### config.mk
export PLATFORM = sky130hd
export DESIGN_NAME = calendar_date_adder_core
export DESIGN_NICKNAME = d
export VERILOG_FILES = /design/src/rtl/cda_pkg.sv /design/src/rtl/cda_ctrl.sv /design/src/rtl/cda_dpath.sv /design/src/rtl/calendar_date_adder_core.sv
export SDC_FILE = /design/constraint.sdc
export NUM_CORES = 1
export LEC_CHECK = 0
export ABC_AREA = 1
export BUFFER_PORTS_ARGS = -buffer_cell sky130_fd_sc_hd__buf_2
export CORE_UTILIZATION = 40
export DETAILED_ROUTE_END_ITERATION = 10
export SETUP_SLACK_MARGIN = 0.2
export SLEW_MARGIN = 20
export SYNTH_ARGS = -nofsm -noshare
export SYNTH_HDL_FRONTEND = slang
export SYNTH_SLANG_ARGS = --single-unit
### constraint.sdc
create_clock -name clock -period 11.7 [get_ports clock]
set_clock_uncertainty 0.2 [all_clocks]
set_input_delay 2.34 -clock clock [delete_from_list [all_inputs] [get_ports clock]]
set_output_delay 2.34 -clock clock [all_outputs]
set_load 0.02 [all_outputs]
### src/rtl/cda_pkg.sv
`timescale 1ns / 1ps
`default_nettype none
// ----------------------------------------------------------------------------
// Calendar date adder package
// Shared constants, leap, month-length and year-saturation helpers, and the command and
// status words that pass between the controller and the datapath.
// ----------------------------------------------------------------------------
package cda_pkg;

   localparam int YEAR_W  = 16;
   localparam int MONTH_W = 4;
   localparam int DAY_W   = 5;
   localparam int AMT_W   = 17;
   localparam int REQ_W   = 3;
   localparam int YMOD_W  = 9;

   localparam int YEAR_MIN        = -32768;
   localparam int YEAR_MAX        = 32767;
   localparam int MONTHS_PER_YEAR = 12;
   localparam int LEAP_FEB_DAYS   = 29;
   localparam int GREG_CYCLE      = 400;

   // Bias that keeps the month total positive; it is a multiple of twelve.
   localparam int MDIV_YEAR_BIAS = 5462;
   localparam int MDIV_BIAS      = MDIV_YEAR_BIAS * MONTHS_PER_YEAR;
   // Ceiling of 2**17 / 3, exact for 16-bit dividends.
   localparam int DIV3_RECIP     = 43691;
   // Bias that makes any year positive; it is a multiple of 400.
   localparam int YMOD_BIAS      = 32800;
   // Ceiling of 2**16 / 25, exact for dividends up to 4698, which covers every biased year.
   localparam int DIV25_RECIP    = 2622;

   localparam logic [REQ_W-1:0] REQ_ADD_DAYS   = 3'd0;
   localparam logic [REQ_W-1:0] REQ_SUB_DAYS   = 3'd1;
   localparam logic [REQ_W-1:0] REQ_ADD_MONTHS = 3'd2;
   localparam logic [REQ_W-1:0] REQ_SUB_MONTHS = 3'd3;
   localparam logic [REQ_W-1:0] REQ_ADD_YEARS  = 3'd4;
   localparam logic [REQ_W-1:0] REQ_SUB_YEARS  = 3'd5;
   localparam logic [REQ_W-1:0] REQ_LOAD       = 3'd6;
   localparam logic [REQ_W-1:0] REQ_NOP        = 3'd7;

   typedef struct packed {
      logic start;
      logic mdiv1;
      logic mdiv2;
      logic ymod1;
      logic ymod2;
      logic clamp;
      logic walk;
      logic publish;
   } cmd_type;

   typedef struct packed {
      logic walk_done;
   } status_type;

   function automatic logic is_leap(input logic [YMOD_W-1:0] ymod);
      is_leap = (ymod[1:0] == 2'd0) && (ymod != 9'd100) && (ymod != 9'd200)
                && (ymod != 9'd300);
   endfunction

   function automatic logic [DAY_W-1:0] month_len(input logic [MONTH_W-1:0] month,
                                                  input logic leap);
      case (month) inside
         4'd2: begin
            month_len = leap ? DAY_W'(LEAP_FEB_DAYS) : 5'd28;
         end
         4'd4, 4'd6, 4'd9, 4'd11: begin
            month_len = 5'd30;
         end
         default: begin
            month_len = 5'd31;
         end
      endcase
   endfunction

   function automatic logic [YEAR_W-1:0] sat_year(input logic signed [18:0] y);
      if (y > 19'(YEAR_MAX)) begin
         sat_year = YEAR_W'(YEAR_MAX);
      end else if (y < 19'(YEAR_MIN)) begin
         sat_year = YEAR_W'(YEAR_MIN);
      end else begin
         sat_year = y[YEAR_W-1:0];
      end
   endfunction

endpackage
`default_nettype wire

### src/rtl/cda_ctrl.sv
`timescale 1ns / 1ps
`default_nettype none
// ----------------------------------------------------------------------------
// Calendar date adder controller
// Sequences one request at a time through the datapath and owns both
// handshakes.
// ----------------------------------------------------------------------------
module cda_ctrl (
   input  wire logic                       clock,
   input  wire logic                       reset,
   input  wire logic                       req_valid,
   input  wire logic [cda_pkg::REQ_W-1:0]  req_type,
   output logic                            req_stall,
   output logic                            rsp_valid,
   input  wire logic                       rsp_stall,
   output cda_pkg::cmd_type                cmd,
   input  wire cda_pkg::status_type        status
);

   localparam logic [2:0] ST_IDLE  = 3'd0;
   localparam logic [2:0] ST_MDIV1 = 3'd1;
   localparam logic [2:0] ST_MDIV2 = 3'd2;
   localparam logic [2:0] ST_YMOD1 = 3'd3;
   localparam logic [2:0] ST_YMOD2 = 3'd4;
   localparam logic [2:0] ST_CLAMP = 3'd5;
   localparam logic [2:0] ST_WALK  = 3'd6;
   localparam logic [2:0] ST_DONE  = 3'd7;

   logic [2:0] state_ff, state_in;
   logic       rsp_valid_ff, rsp_valid_in;
   logic       accept;
   logic       can_publish;

   assign req_stall   = (state_ff != ST_IDLE);
   assign rsp_valid   = rsp_valid_ff;
   assign accept      = req_valid && (state_ff == ST_IDLE);
   assign can_publish = !rsp_valid_ff || !rsp_stall;

   always_comb begin
      state_in     = state_ff;
      cmd          = '0;
      rsp_valid_in = rsp_valid_ff && rsp_stall;
      unique case (state_ff)
         ST_IDLE: begin
            if (accept) begin
               cmd.start = 1'b1;
               unique case (req_type) inside
                  cda_pkg::REQ_ADD_DAYS, cda_pkg::REQ_SUB_DAYS: begin
                     state_in = ST_WALK;
                  end
                  cda_pkg::REQ_ADD_MONTHS, cda_pkg::REQ_SUB_MONTHS: begin
                     state_in = ST_MDIV1;
                  end
                  cda_pkg::REQ_ADD_YEARS, cda_pkg::REQ_SUB_YEARS, cda_pkg::REQ_LOAD: begin
                     state_in = ST_YMOD1;
                  end
                  default: begin
                     state_in = ST_DONE;
                  end
               endcase
            end
         end
         ST_MDIV1: begin
            cmd.mdiv1 = 1'b1;
            state_in  = ST_MDIV2;
         end
         ST_MDIV2: begin
            cmd.mdiv2 = 1'b1;
            state_in  = ST_YMOD1;
         end
         ST_YMOD1: begin
            cmd.ymod1 = 1'b1;
            state_in  = ST_YMOD2;
         end
         ST_YMOD2: begin
            cmd.ymod2 = 1'b1;
            state_in  = ST_CLAMP;
         end
         ST_CLAMP: begin
            cmd.clamp = 1'b1;
            state_in  = ST_DONE;
         end
         ST_WALK: begin
            if (status.walk_done) begin
               state_in = ST_DONE;
            end else begin
               cmd.walk = 1'b1;
            end
         end
         ST_DONE: begin
            if (can_publish) begin
               cmd.publish  = 1'b1;
               rsp_valid_in = 1'b1;
               state_in     = ST_IDLE;
            end
         end
         default: begin
            state_in = ST_IDLE;
         end
      endcase
   end

   always_ff @(posedge clock) begin
      if (reset) begin
         state_ff     <= ST_IDLE;
         rsp_valid_ff <= 1'b0;
      end else begin
         state_ff     <= state_in;
         rsp_valid_ff <= rsp_valid_in;
      end
   end

endmodule
`default_nettype wire

### src/rtl/cda_dpath.sv
`timescale 1ns / 1ps
`default_nettype none
// ----------------------------------------------------------------------------
// Calendar date adder datapath
// Holds the current date, the year modulo 400 for leap decisions, the
// remaining day count of a walk and the output word registers.
// ----------------------------------------------------------------------------
module cda_dpath (
   input  wire logic                            clock,
   input  wire logic                            reset,
   input  wire cda_pkg::cmd_type                cmd,
   output cda_pkg::status_type                  status,
   input  wire logic [cda_pkg::REQ_W-1:0]       req_type,
   input  wire logic signed [cda_pkg::AMT_W-1:0] req_amount,
   input  wire logic signed [cda_pkg::YEAR_W-1:0] req_load_year,
   input  wire logic [cda_pkg::MONTH_W-1:0]     req_load_month,
   input  wire logic [cda_pkg::DAY_W-1:0]       req_load_day,
   output logic signed [cda_pkg::YEAR_W-1:0]    rsp_year_out,
   output logic [cda_pkg::MONTH_W-1:0]          rsp_month_out,
   output logic [cda_pkg::DAY_W-1:0]            rsp_day_out
);

   // Current date and its year modulo 400; these agree except between a year change and the modulo steps after it.
   logic [cda_pkg::YEAR_W-1:0]  year_ff, year_in;
   logic [cda_pkg::MONTH_W-1:0] month_ff, month_in;
   logic [cda_pkg::DAY_W-1:0]   day_ff, day_in;
   logic [cda_pkg::YMOD_W-1:0]  ymod_ff, ymod_in;

   logic [cda_pkg::AMT_W-1:0]   n_ff, n_in;
   logic                        neg_ff, neg_in;
   logic [17:0]                 t_ff, t_in;
   logic [31:0]                 prod_ff, prod_in;

   logic [cda_pkg::YEAR_W-1:0]  out_year_ff;
   logic [cda_pkg::MONTH_W-1:0] out_month_ff;
   logic [cda_pkg::DAY_W-1:0]   out_day_ff;

   logic [17:0]                 amt_ext;
   logic [17:0]                 delta;
   logic signed [18:0]          year_sum;
   logic [18:0]                 t_sum;
   logic [14:0]                 q12;
   logic [17:0]                 r12;
   logic signed [18:0]          year_mdiv;
   logic [16:0]                 ybias;
   logic [7:0]                  q400;
   logic [16:0]                 ymod_full;
   logic [cda_pkg::MONTH_W-1:0] load_month_c;
   logic [cda_pkg::DAY_W-1:0]   cur_len;
   logic [cda_pkg::DAY_W-1:0]   rem;
   logic [cda_pkg::YMOD_W-1:0]  ymod_next;
   logic [cda_pkg::YMOD_W-1:0]  ymod_prev;
   logic [cda_pkg::MONTH_W-1:0] prev_month;
   logic [cda_pkg::DAY_W-1:0]   prev_len;
   logic                        at_year_max;
   logic                        at_year_min;

   assign status.walk_done = (n_ff == '0);

   always_comb begin
      amt_ext   = {req_amount[cda_pkg::AMT_W-1], req_amount};
      // Odd request codes subtract.
      delta     = req_type[0] ? (18'd0 - amt_ext) : amt_ext;
      year_sum  = {{3{year_ff[cda_pkg::YEAR_W-1]}}, year_ff} + {delta[17], delta};
      t_sum     = {delta[17], delta} + 19'(month_ff) - 19'd1 + 19'(cda_pkg::MDIV_BIAS);

      q12       = prod_ff[31:17];
      r12       = t_ff - 18'(q12) * 18'(cda_pkg::MONTHS_PER_YEAR);
      year_mdiv = {{3{year_ff[cda_pkg::YEAR_W-1]}}, year_ff} + 19'(q12)
                  - 19'(cda_pkg::MDIV_YEAR_BIAS);

      ybias     = {year_ff[cda_pkg::YEAR_W-1], year_ff} + 17'(cda_pkg::YMOD_BIAS);
      q400      = prod_ff[23:16];
      ymod_full = ybias - 17'(q400) * 17'(cda_pkg::GREG_CYCLE);

      if (req_load_month == 4'd0) begin
         load_month_c = 4'd1;
      end else if (req_load_month > 4'(cda_pkg::MONTHS_PER_YEAR)) begin
         load_month_c = 4'(cda_pkg::MONTHS_PER_YEAR);
      end else begin
         load_month_c = req_load_month;
      end

      cur_len     = cda_pkg::month_len(month_ff, cda_pkg::is_leap(ymod_ff));
      rem         = cur_len - day_ff;
      ymod_next   = (ymod_ff == 9'(cda_pkg::GREG_CYCLE - 1)) ? 9'd0 : ymod_ff + 9'd1;
      ymod_prev   = (ymod_ff == 9'd0) ? 9'(cda_pkg::GREG_CYCLE - 1) : ymod_ff - 9'd1;
      prev_month  = (month_ff == 4'd1) ? 4'(cda_pkg::MONTHS_PER_YEAR) : month_ff - 4'd1;
      // Stepping back from January lands in the previous year.
      prev_len    = cda_pkg::month_len(prev_month,
                       cda_pkg::is_leap((month_ff == 4'd1) ? ymod_prev : ymod_ff));
      at_year_max = (year_ff == 16'(cda_pkg::YEAR_MAX));
      at_year_min = (year_ff == 16'(cda_pkg::YEAR_MIN));
   end

   always_comb begin
      year_in  = year_ff;
      month_in = month_ff;
      day_in   = day_ff;
      ymod_in  = ymod_ff;
      n_in     = n_ff;
      neg_in   = neg_ff;
      t_in     = t_ff;
      prod_in  = prod_ff;

      if (cmd.start) begin
         n_in   = delta[17] ? 17'(18'd0 - delta) : delta[16:0];
         neg_in = delta[17];
         t_in   = t_sum[17:0];
         case (req_type) inside
            cda_pkg::REQ_ADD_YEARS, cda_pkg::REQ_SUB_YEARS: begin
               year_in = cda_pkg::sat_year(year_sum);
            end
            cda_pkg::REQ_LOAD: begin
               year_in  = req_load_year;
               month_in = load_month_c;
               day_in   = req_load_day;
            end
            default: begin
            end
         endcase
      end else if (cmd.mdiv1) begin
         prod_in = 32'(t_ff[17:2]) * 32'(cda_pkg::DIV3_RECIP);
      end else if (cmd.mdiv2) begin
         year_in  = cda_pkg::sat_year(year_mdiv);
         month_in = r12[3:0] + 4'd1;
      end else if (cmd.ymod1) begin
         prod_in = 32'(ybias[16:4]) * 32'(cda_pkg::DIV25_RECIP);
      end else if (cmd.ymod2) begin
         ymod_in = ymod_full[cda_pkg::YMOD_W-1:0];
      end else if (cmd.clamp) begin
         if (day_ff == 5'd0) begin
            day_in = 5'd1;
         end else if (day_ff > cur_len) begin
            day_in = cur_len;
         end
      end else if (cmd.walk) begin
         if (!neg_ff) begin
            if (n_ff <= 17'(rem)) begin
               day_in = day_ff + n_ff[cda_pkg::DAY_W-1:0];
               n_in   = '0;
            end else if ((month_ff == 4'(cda_pkg::MONTHS_PER_YEAR)) && at_year_max) begin
               day_in = 5'd31;
               n_in   = '0;
            end else begin
               n_in   = n_ff - 17'(rem) - 17'd1;
               day_in = 5'd1;
               if (month_ff == 4'(cda_pkg::MONTHS_PER_YEAR)) begin
                  month_in = 4'd1;
                  year_in  = year_ff + 16'd1;
                  ymod_in  = ymod_next;
               end else begin
                  month_in = month_ff + 4'd1;
               end
            end
         end else begin
            if (n_ff < 17'(day_ff)) begin
               day_in = day_ff - n_ff[cda_pkg::DAY_W-1:0];
               n_in   = '0;
            end else if ((month_ff == 4'd1) && at_year_min) begin
               day_in = 5'd1;
               n_in   = '0;
            end else begin
               n_in     = n_ff - 17'(day_ff);
               month_in = prev_month;
               day_in   = prev_len;
               if (month_ff == 4'd1) begin
                  year_in = year_ff - 16'd1;
                  ymod_in = ymod_prev;
               end
            end
         end
      end
   end

   always_ff @(posedge clock) begin
      if (reset) begin
         year_ff  <= '0;
         month_ff <= 4'd1;
         day_ff   <= 5'd1;
         ymod_ff  <= '0;
      end else begin
         year_ff  <= year_in;
         month_ff <= month_in;
         day_ff   <= day_in;
         ymod_ff  <= ymod_in;
      end
   end

   always_ff @(posedge clock) begin
      n_ff    <= n_in;
      neg_ff  <= neg_in;
      t_ff    <= t_in;
      prod_ff <= prod_in;
      if (cmd.publish) begin
         out_year_ff  <= year_ff;
         out_month_ff <= month_ff;
         out_day_ff   <= day_ff;
      end
   end

   assign rsp_year_out  = out_year_ff;
   assign rsp_month_out = out_month_ff;
   assign rsp_day_out   = out_day_ff;

endmodule
`default_nettype wire

### src/rtl/calendar_date_adder_core.sv
`timescale 1ns / 1ps
`default_nettype none
// Load, add or subtract years pass the YMOD1, YMOD2, CLAMP and DONE states; months pass
// MDIV1 and MDIV2 before those; code 7 goes straight to DONE. Days pass WALK and DONE, and
// the walk moves one month per cycle. Throughput: one word in flight; the next word is
// taken once a result is in the output register. Reset: synchronous; the date returns to
// year 0, January 1.
// ----------------------------------------------------------------------------
// Calendar date adder core
// Keeps a Gregorian date and loads it or moves it by days, months or years per request.
// ----------------------------------------------------------------------------
module calendar_date_adder_core (
   input  wire logic                              clock,
   input  wire logic                              reset,
   input  wire logic                              req_valid,
   output logic                                   req_stall,
   input  wire logic [cda_pkg::REQ_W-1:0]         req_type,
   input  wire logic signed [cda_pkg::AMT_W-1:0]  req_amount,
   input  wire logic signed [cda_pkg::YEAR_W-1:0] req_load_year,
   input  wire logic [cda_pkg::MONTH_W-1:0]       req_load_month,
   input  wire logic [cda_pkg::DAY_W-1:0]         req_load_day,
   output logic                                   rsp_valid,
   input  wire logic                              rsp_stall,
   output logic signed [cda_pkg::YEAR_W-1:0]      rsp_year_out,
   output logic [cda_pkg::MONTH_W-1:0]            rsp_month_out,
   output logic [cda_pkg::DAY_W-1:0]              rsp_day_out
);

   cda_pkg::cmd_type    cmd;
   cda_pkg::status_type status;

   cda_ctrl u_ctrl (
      .clock     (clock),
      .reset     (reset),
      .req_valid (req_valid),
      .req_type  (req_type),
      .req_stall (req_stall),
      .rsp_valid (rsp_valid),
      .rsp_stall (rsp_stall),
      .cmd       (cmd),
      .status    (status)
   );

   cda_dpath u_dpath (
      .clock          (clock),
      .reset          (reset),
      .cmd            (cmd),
      .status         (status),
      .req_type       (req_type),
      .req_amount     (req_amount),
      .req_load_year  (req_load_year),
      .req_load_month (req_load_month),
      .req_load_day   (req_load_day),
      .rsp_year_out   (rsp_year_out),
      .rsp_month_out  (rsp_month_out),
      .rsp_day_out    (rsp_day_out)
   );

   // A taken word keeps the input side closed while it is worked on.
   a_busy_after_accept: assert property (@(posedge clock) disable iff (reset)
      (req_valid && !req_stall) |=> req_stall)
      else $error("input side open right after a word was taken");

   // A new result appears only at the end of a request's work.
   a_result_from_work: assert property (@(posedge clock) disable iff (reset)
      $rose(rsp_valid) |-> $past(req_stall))
      else $error("result appeared with no request in flight");

   a_date_month_day: assert property (@(posedge clock) disable iff (reset)
      rsp_valid |-> ((rsp_month_out >= 4'd1) && (rsp_month_out <= 4'd12)
                     && (rsp_day_out != 5'd0)))
      else $error("result month or day out of range");

   a_feb_length: assert property (@(posedge clock) disable iff (reset)
      (rsp_valid && (rsp_month_out == 4'd2)) |-> (rsp_day_out <= 5'd29))
      else $error("February day beyond 29");

endmodule
`default_nettype wire
==> results of run 1 <==
## worst paths after layout
| kind | depth (start not counted) | endpoint | slack (ps) |
|---|---|---|---|
| worst max-delay path | 29 | u_dpath.prod_ff[23] | 4730 |
| worst min-delay path | 2 | u_dpath.ymod_ff[5] | 320 |
| worst max register to register | 29 | u_dpath.prod_ff[23] | 4730 |
| worst min register to register | 2 | u_dpath.ymod_ff[5] | 320 |
## area by class of cell
type | instances | area [um^2] | area share
multi-input combinational | 1990 | 14700 | 0.682
sequential | 115 | 3070 | 0.143
inverter | 503 | 1890 | 0.0878
tap | 664 | 831 | 0.0386
timing repair buffer | 87 | 473 | 0.0220
clock buffer | 17 | 425 | 0.0198
clock inverter | 15 | 156 | 0.00727
## routing by layer
metal  GRT usage  up-vias  part of all wire
met4      0.0851        0             0.028
met2       0.390      560              0.45
li1            -     8796                 -
met1       0.330     8419              0.47
met3      0.0355       73             0.055
met5           0        -                 0
## cells by family after synthesis
kind of cell	synth area share
XOR/XNOR	0.0614
flip-flops	0.155
AO/OA/AOI/OAI	0.131
buffers and inverters	0.105
adder cells (fa/ha/maj)	0.336
AND/OR/NAND/NOR	0.211
## state kept, by name, summed over array words and instances, names as in the netlist, 5 cells and up
register,cells
u_dpath.t_ff,18
u_dpath.n_ff,17
u_dpath.prod_ff,16
u_dpath.rsp_year_out,16
u_dpath.year_ff,16
u_dpath.ymod_ff,9
u_dpath.day_ff,5
u_dpath.rsp_day_out,5
## metrics by stage
step	hold WS (ps)	util	cells
floorplan	203	-	2649
detailed placement	303	0.428	3358
CTS	312	0.440	3390
global placement	307	0.428	3358
global route	340	0.440	3391
finish	315	0.440	3391
## layout by cell type, fill, tap and decap left out, types with 11 or more instances in the layout
master     synthesis  layout
a21oi_2           14      14
o211ai_1          13      13
o21ai_0          136     136
fa_1             137     137
clkbuf_16          0      17
a31oi_1           14      14
nand2_1          496     496
inv_2             11      11
xor2_1            97      97
nand2_2           23      23
inv_1            490     490
o22ai_1           18      18
edfxtp_1          77      77
nor2_2            11      11
nor2_1           187     186
buf_2             10      75
nor4_1            11      11
nand3_1          123     123
ha_1             313     313
nor3_1            44      44
o31ai_1           12      12
xnor2_1           38      38
a211oi_1          11      11
a21oi_1          175     174
buf_4              2      11
nand4_1           29      29
dfxtp_1           38      38
## worst max-delay path, delay by kind of cell, from the launching register on
family	cells	cell delay [ps]
fa+ha+maj	6	2660
simple gates	13	1370
flops	1	650
xor+xnor	1	650
buf+inv	6	570
compound gates	3	560
==> summary.md, run 1 <==
| Metric | Value |
|---|---|
| Status | `completed` |
| Area grow syn2layout | `8.63%` |
| Post-CTS resize count | `0` |
| Post-synth top area cell | `ha_1` |
| Max Slew Vio Count | `0` |
| FP Rows | `81` |
| Length of the first detailed-routing pass in iterations | `5` |
| Number of flops mapped to enable cells by yosys | `77` |
| # DRC | `0` |
| Clock transition at path regs | `70 ps` |
| Die width | `224 um` |
| Worst-Margin Slew | `987 ps` |
| Yosys cell types | `62` |
| Nets | `3213` |
| Wire length per cell | `17.8 um` |
| Crit path max-delay cell type | `dfxtp_1` |
| Async SR Flop Fraction | `0` |
| Place WS | `4830 ps` |
| H-tree levels | `4` |
| Crit path launch type | `flop` |
| Clk Latency, worst-skew pair | `470 ps` |
| Design area | `0.0215 mm^2` |
| Sum of negative setup slack | `0 ps` |
| RD Place Congestion | `0.959` |
| Starting Density | `0.405` |
| CTS Root Cell | `clkbuf_16` |
| Achievable Freq | `0.144 GHz` |
| Remaining global-route overflow | `0` |
| Crit Path Class | `flop to flop` |
| Port bufs | `75` |
| Top cell type's share of synthesized area | `0.198` |
| Top-count cell post-synth | `nand2_1` |
| HP Start | `u_dpath.ymod_ff[5]` |
| Arr. time, crit path | `6950 ps` |
| Layout cells sized above 1 | `0.0796` |
| Period Utilization, post-route | `0.595` |
| CP most frequent cell | `nand2_1` |
| Yosys warns | `0` |
| Final wirelength | `60200 um` |
| Fillers | `5054` |
| Setup repair bufs after CTS | `0` |
| Io pins | `76` |
| CTS Sinks | `115` |
| Die ar. | `0.0504 mm^2` |
| RSZ-0062 raised after global routing | `no` |
| # hold bufs at CTS | `0` |
| RR Startpoint | `u_dpath.year_ff[6]` |
| Total CTS buffers | `17` |
| WP data required | `11680 ps` |
| DR vias | `17800` |
| Hpwl dp | `49800 um` |
| Initial antenna violation count | `0` |
| Placed cell area | `0.0209 mm^2` |
| TritonCTS clock tree | `yes` |
| GRT Overall Usage | `0.242` |
| Max-cap violations | `0` |
| Largest net degree at the start of global routing | `63` |
| Top cells by area, synth | `ha_1 (20%), fa_1 (14%), edfxtp_1 (12%)` |
| First-pass GRT wire length | `94400 um` |
| Vias per cell | `5.26` |
| Primary FF master, synth | `edfxtp_1` |
| Final WS setup | `4730 ps` |
| Final setup fails | `0` |
| CP max stage delay | `650 ps` |
| DRT antenna net count | `0` |
| Ant diodes | `0` |
| Hold Crit Class | `flop to flop` |
| Final worst path period need | `6970 ps` |
| Syn Area/Cell | `7.48 um^2` |
| Post-synth top cells | `nand2_1 (496), inv_1 (490), ha_1 (313)` |
| Die height | `224 um` |
| CTS max path bufs | `2` |
| Area of the mapped netlist | `0.0198 mm^2` |
| Worst setup EP type | `flop` |
| Slew HR | `0.340` |
| Synth Instances | `2649` |
| Vias in the first global route | `17400` |
| Initial detailed-routing violation count | `1262` |
| FF+latch count, synth | `115` |
| Post-synthesis sequential area ratio | `0.155` |
| Setup crit start | `u_dpath.year_ff[6]` |
| Synthesized Nets | `3148` |
| Final hold vios | `0` |
| Crit path max fanout | `11` |
| Core Area | `0.0488 mm^2` |
Power of run 1 is left out: the tool's default activity adds up to more than one toggle a clock period on the data nets, which glitch-free logic cannot reach.
==> inputs of run 2 (changes only) <==
ABC_AREA = 0   (was 1)
clock period = 5.7 ns   (was 11.7 ns; I/O delays follow)
==> summary.md, run 2 <==
| Metric | Value |
|---|---|
| WP data required | `5670 ps` |
| DRT antenna net count | `0` |
| Period Utilization, post-route | `1.07` |
| Post-synth top cells | `inv_1 (331), ha_1 (313), nor2_1 (154)` |
| FF+latch count, synth | `115` |
| Synth Area in Compound Gates | `0.182` |
| CTS Sinks | `115` |
| Reg2reg end | `u_dpath.prod_ff[30]` |
| Die height | `217 um` |
| Fillers | `4291` |
| Port bufs | `75` |
| Setup crit start | `u_dpath.t_ff[5]` |
| Largest net degree at the start of global routing | `51` |
| M3 GR Usage | `0.0328` |
| Syn Area/Cell | `8.65 um^2` |
| Mux cell area share after synthesis | `0.00547` |
| First-pass GRT wire length | `91100 um` |
| Register Area | `0.00309 mm^2` |
| Worst setup EP type | `flop` |
| Initial antenna violation count | `2` |
| Final worst path period need | `6070 ps` |
| Ant diodes | `0` |
| Total CTS buffers | `17` |
| Max reg flops | `18` |
| Crit path launch type | `flop` |
| RSZ-0062 raised after global routing | `yes` |
| GR Util met2 | `0.421` |
| Post-Synth Adder-Cell Area | `0.359` |
| Post-synth top area cell | `ha_1` |
| Area grow syn2layout | `22.9%` |
| Final setup fails | `11` |
| Met1 Use GR | `0.321` |
| Length of the first detailed-routing pass in iterations | `5` |
| TritonCTS clock tree | `yes` |
| Final hold vios | `0` |
| Core Area | `0.0456 mm^2` |
| Remaining global-route overflow | `0` |
| Io pins | `76` |
| Commonest non-fill, non-tap cells in the layout | `inv_1 (315), ha_1 (286), buf_4 (240)` |
| Simple-gate share of the synthesized area | `0.130` |
| DR vias | `16700` |
| Top cell type's share of synthesized area | `0.211` |
| Crit path max fanout | `4` |
| Starting Density | `0.407` |
| Final WS setup | `-372 ps` |
| Placed cell count | `2987` |
| Die ar. | `0.0472 mm^2` |
| CP bufs+invs | `5` |
| Clk Latency, worst-skew pair | `440 ps` |
| Top-count cell post-synth | `inv_1` |
| Clock transition at path regs | `60 ps` |
| Commonest non-fill, non-tap cell in the layout | `inv_1` |
| Final wirelength | `57100 um` |
| Layout cells sized above 1 | `0.207` |
| Primary FF master, synth | `edfxtp_1` |
| Multi-input gate area | `0.0148 mm^2` |
| Synth Instances | `2143` |
| Async SR Flop Fraction | `0` |
| Most flop-heavy register | `u_dpath.t_ff` |
| Top cells by area, synth | `ha_1 (21%), fa_1 (15%), edfxtp_1 (12%)` |
| Biggest regs | `u_dpath.t_ff x18, u_dpath.n_ff x17` |
| Worst R2R Setup Slack | `-370 ps` |
| H-tree levels | `4` |
| CTS max path bufs | `2` |
| # DRC | `0` |
| Worst Hold End | `u_dpath.rsp_day_out[4]` |
| GRT Max-Usage Layer | `met2` |
| Arr. time, crit path | `6040 ps` |
| Achievable Freq | `0.165 GHz` |
| RR Startpoint | `u_dpath.t_ff[5]` |
| Yosys warns | `0` |
| Hold Path Stages | `0` |
| Nets | `2935` |
| Status | `finished, violations left` |
| Vias per cell | `5.47` |
| Max Slew Vio Count | `0` |
| Largest family of logic cells by synthesized area | `adder cells` |
| Post-synthesis sequential area ratio | `0.166` |
| Yosys cell types | `90` |
| Hold Crit Class | `flop to flop` |
| Cells along the critical path | `buf_6 > ha_4 > ha_4 > inv_1 > fa_2 > inv_1 > ha_1 > inv_2 > fa_1 > inv_1 > fa_1 > ha_4 > and4_1 > o221ai_2 > o32a_1 > a211oi_4 > o31ai_4 > o2111ai_4 > a2111oi_4 > o31ai_2 > a21oi_1 > xor2_1 > nor2_1` |
| Initial detailed-routing violation count | `924` |
| Critical path's top delay family | `adder cells` |
| RD Place Congestion | `0.953` |
| Number of cells on the worst reg-to-reg path | `23` |
| Wire length per cell | `18.7 um` |
| Vias in the first global route | `17000` |
| Failing checks | `negative setup slack` |
| # hold bufs at CTS | `0` |
| CTS Root Cell | `clkbuf_16` |
| HP Start | `u_dpath.day_ff[4]` |
| Layout Cells excl Fill | `3049` |
| Area of the mapped netlist | `0.0185 mm^2` |
| Max-cap violations | `0` |
| CP max stage delay | `550 ps` |
| Synthesized Nets | `2642` |
| GRT Overall Usage | `0.247` |
| Slew HR | `0.312` |
| Number of flops mapped to enable cells by yosys | `77` |
| Crit path max-delay cell type | `fa_2` |
| FP Rows | `78` |
| Die width | `217 um` |
| Hpwl dp | `47600 um` |
| Post-Synth XOR/XNOR Area | `0.0789` |
| Worst-Margin Slew | `1030 ps` |
| Crit Path Class | `flop to flop` |
==> run 2: cell count changes in the layout (fill, tap and decap cells not counted), sizes merged, moves of 45 or more <==
cell / previous run / this run
nand2: 521 / 126
buf: 87 / 322
inv: 505 / 335
nand3: 128 / 43
xnor2: 38 / 119
xor2: 99 / 48
nor2: 200 / 155
==> run 2: worst max path at each step <==
| stage | slack [ps] | cells past startpoint | endpoint |
|---|---|---|---|
| global placement | -300 | 20 | u_dpath.prod_ff[30] |
| detailed placement | -440 | 21 | u_dpath.prod_ff[30] |
| floorplan | -40 | 20 | u_dpath.prod_ff[30] |
| CTS | -320 | 22 | u_dpath.prod_ff[30] |
| global route | -620 | 20 | u_dpath.prod_ff[30] |
| finish | -370 | 23 | u_dpath.prod_ff[30] |
==> run 2: final cells by class <==
| cell class | instances | share of cell area |
|---|---|---|
| clock buffer | 18 | 0.0188 |
| timing repair buffer | 322 | 0.0994 |
| multi-input combinational | 1646 | 0.651 |
| sequential | 115 | 0.136 |
| clock inverter | 14 | 0.00676 |
| inverter | 334 | 0.0550 |
| tap | 600 | 0.0330 |
==> run 2: per-layer routing <==
layer / wire [um] / vias to the layer above
met4: 1620 / 4
met5: 16 / -
met1: 25600 / 8084
met2: 27500 / 401
met3: 2360 / 106
li1: - / 8070
==> run 2: stage by stage <==
step                      TNS, ps   util  hold WS (ps)  setup WS (ps)  area (um^2)
after CTS                   -1520  0.494           308           -319        22500
after floorplan             -52.3      -           206          -40.8        18800
final                       -2160  0.500           309           -372        22800
after global routing        -4960  0.500           331           -620        22800
after global placement      -1830  0.470           277           -305        21400
after detailed placement    -2560  0.470           292           -436        21400
==> run 2: kinds of logic (layout without fill, tap and decap cells) <==
family | Yosys count | count (layout)
AO/OA/AOI/OAI | 515 | 515
XOR/XNOR | 167 | 167
adder cells (fa/ha/maj) | 450 | 450
buffers and inverters | 382 | 688
flip-flops | 115 | 115
multiplexers | 10 | 10
AND/OR/NAND/NOR | 504 | 504
==> run 2: what timing repair did <==
item | in CTS | in global routing
buffers inserted | 20 | 10
pin swaps | 50 | 26
setup endpoints to repair | 16 | 49
resized for setup | 61 | 47
Power of run 2 is left out for the same reason.
==> inputs of run 3 (changes only) <==
RECOVER_POWER = 25   (was unset)
==> summary.md, run 3 (synthesis gave the netlist of run 2 again) <==
| Metric | Value |
|---|---|
| Crit Path Class | `flop to flop` |
| Hpwl dp | `47600 um` |
| RSZ-0062 raised after global routing | `yes` |
| Met1 Use GR | `0.321` |
| Crit path launch type | `flop` |
| Max-cap violations | `2` |
| Vias in the first global route | `17000` |
| DR vias | `16600` |
| Nets | `2935` |
| Die width | `217 um` |
| GRT Max-Usage Layer | `met2` |
| Arr. time, crit path | `6030 ps` |
| Status | `finished, violations left` |
| Number of cells on the worst reg-to-reg path | `23` |
| Initial detailed-routing violation count | `889` |
| Die ar. | `0.0472 mm^2` |
| Length of the first detailed-routing pass in iterations | `5` |
| Sum of negative setup slack | `-3560 ps` |
| Critical path's top delay family | `adder cells` |
| Period Utilization, post-route | `1.06` |
| Area grow syn2layout | `22.5%` |
| # DRC | `0` |
| Achievable Freq | `0.165 GHz` |
| CP max stage delay | `550 ps` |
| GR Util met2 | `0.421` |
| TritonCTS clock tree | `yes` |
| Fillers | `4310` |
| Max reg flops | `18` |
| Port bufs | `75` |
| WP depth | `23` |
| CP bufs+invs | `5` |
| Final wirelength | `57000 um` |
| Final hold vios | `0` |
| Worst R2R Setup Slack | `-360 ps` |
| Vias per cell | `5.44` |
| Layout cells sized above 1 | `0.198` |
| Remaining global-route overflow | `0` |
| Crit path max fanout | `4` |
| CTS max path bufs | `2` |
| Biggest regs | `u_dpath.t_ff x18, u_dpath.n_ff x17` |
| GRT Overall Usage | `0.247` |
| Io pins | `76` |
| M3 GR Usage | `0.0328` |
| Clk Latency, worst-skew pair | `440 ps` |
| DRT antenna net count | `0` |
| Cells along the critical path | `buf_6 > ha_4 > ha_4 > inv_1 > fa_2 > inv_1 > ha_1 > inv_2 > fa_1 > inv_1 > fa_1 > ha_4 > and4_1 > o221ai_2 > o32a_1 > a211oi_4 > o31ai_4 > o2111ai_4 > a2111oi_4 > o31ai_2 > a21oi_1 > xor2_1 > nor2_1` |
| First-pass GRT wire length | `91100 um` |
| Commonest non-fill, non-tap cell in the layout | `inv_1` |
| Most flop-heavy register | `u_dpath.t_ff` |
| Place WS | `-436 ps` |
| CTS Root Cell | `clkbuf_16` |
| Slew HR | `-0.862` |
| Hold Crit Class | `flop to flop` |
| Die height | `217 um` |
| Crit path max-delay cell type | `fa_2` |
| WP data required | `5670 ps` |
| Total CTS buffers | `17` |
| Ant diodes | `0` |
| Wire length per cell | `18.7 um` |
| Clock transition at path regs | `60 ps` |
| Core Area | `0.0456 mm^2` |
| Commonest non-fill, non-tap cells in the layout | `inv_1 (316), ha_1 (286), buf_4 (221)` |
| Largest net degree at the start of global routing | `51` |
| CTS Sinks | `115` |
| Worst setup EP type | `flop` |
| H-tree levels | `4` |
| FP Rows | `78` |
| Max Slew Vio Count | `79` |
| Starting Density | `0.407` |
| RD Place Congestion | `0.953` |
| Final worst path period need | `6060 ps` |
| Final setup fails | `15` |
| Worst-Margin Slew | `2790 ps` |
| Hold Path Stages | `0` |
| Failing checks | `max-capacitance violations, max-slew violations, negative setup slack` |
| Final WS setup | `-361 ps` |
| Initial antenna violation count | `2` |
[run 3: cell count changes in the layout (fill, tap and decap cells not counted), sizes merged]
cell,change
buf,-20
clkbuf,+20
[run 3: worst paths after layout]
kind | startpoint | to
max | u_dpath.t_ff[5] | u_dpath.prod_ff[30]
min | u_dpath.day_ff[4] | u_dpath.rsp_day_out[4]
max reg2reg | u_dpath.t_ff[5] | u_dpath.prod_ff[30]
min reg2reg | u_dpath.day_ff[4] | u_dpath.rsp_day_out[4]
[run 3: per-layer routing]
metal | share of wire | vias to the layer above
met1 | 0.45 | 8031
met2 | 0.48 | 382
met3 | 0.041 | 109
li1 | - | 8069
met4 | 0.029 | 4
met5 | 0.00028 | -
[run 3: per-stage QoR]
step                      instances  instance area [um^2]   util  hold WS (ps)
after floorplan                2143                 18800      -           206
after global placement         2987                 21400  0.470           277
after detailed placement       2987                 21400  0.470           292
after CTS                      3039                 22500  0.494           308
after global routing           3049                 22700  0.498           331
final                          3049                 22700  0.498           312
[run 3: what timing repair did]
item                                    in CTS  in global routing
hold buffers                                 0                  0
buffers inserted                            20                 10
pin swaps                                   50                 26
gates resized for setup                     61                 47
endpoints found under the setup margin      16                 49
[run 3: layout make-up]
| type | count | area [um^2] | share of cell area |
|---|---|---|---|
| repair buffers | 322 | 2190 | 0.0966 |
| multi-input cells | 1646 | 14800 | 0.653 |
| clock buffers | 18 | 429 | 0.0189 |
| well taps | 600 | 751 | 0.0331 |
| clock inverters | 14 | 154 | 0.00678 |
| flip-flops and latches | 115 | 3090 | 0.136 |
| inverters | 334 | 1250 | 0.0552 |
[run 3: worst reg2reg max path: cells and delay by family (launching register included)]
family / cells / cell delay (ps)
DFF: 1 / 480
AOI/OAI and AO/OA: 8 / 1800
adders and majority gates: 7 / 2570
and+or+nand+nor: 2 / 240
buffers and inverters: 5 / 350
xor gates and xnor gates: 1 / 140
Power of run 3 is left out for the same reason.
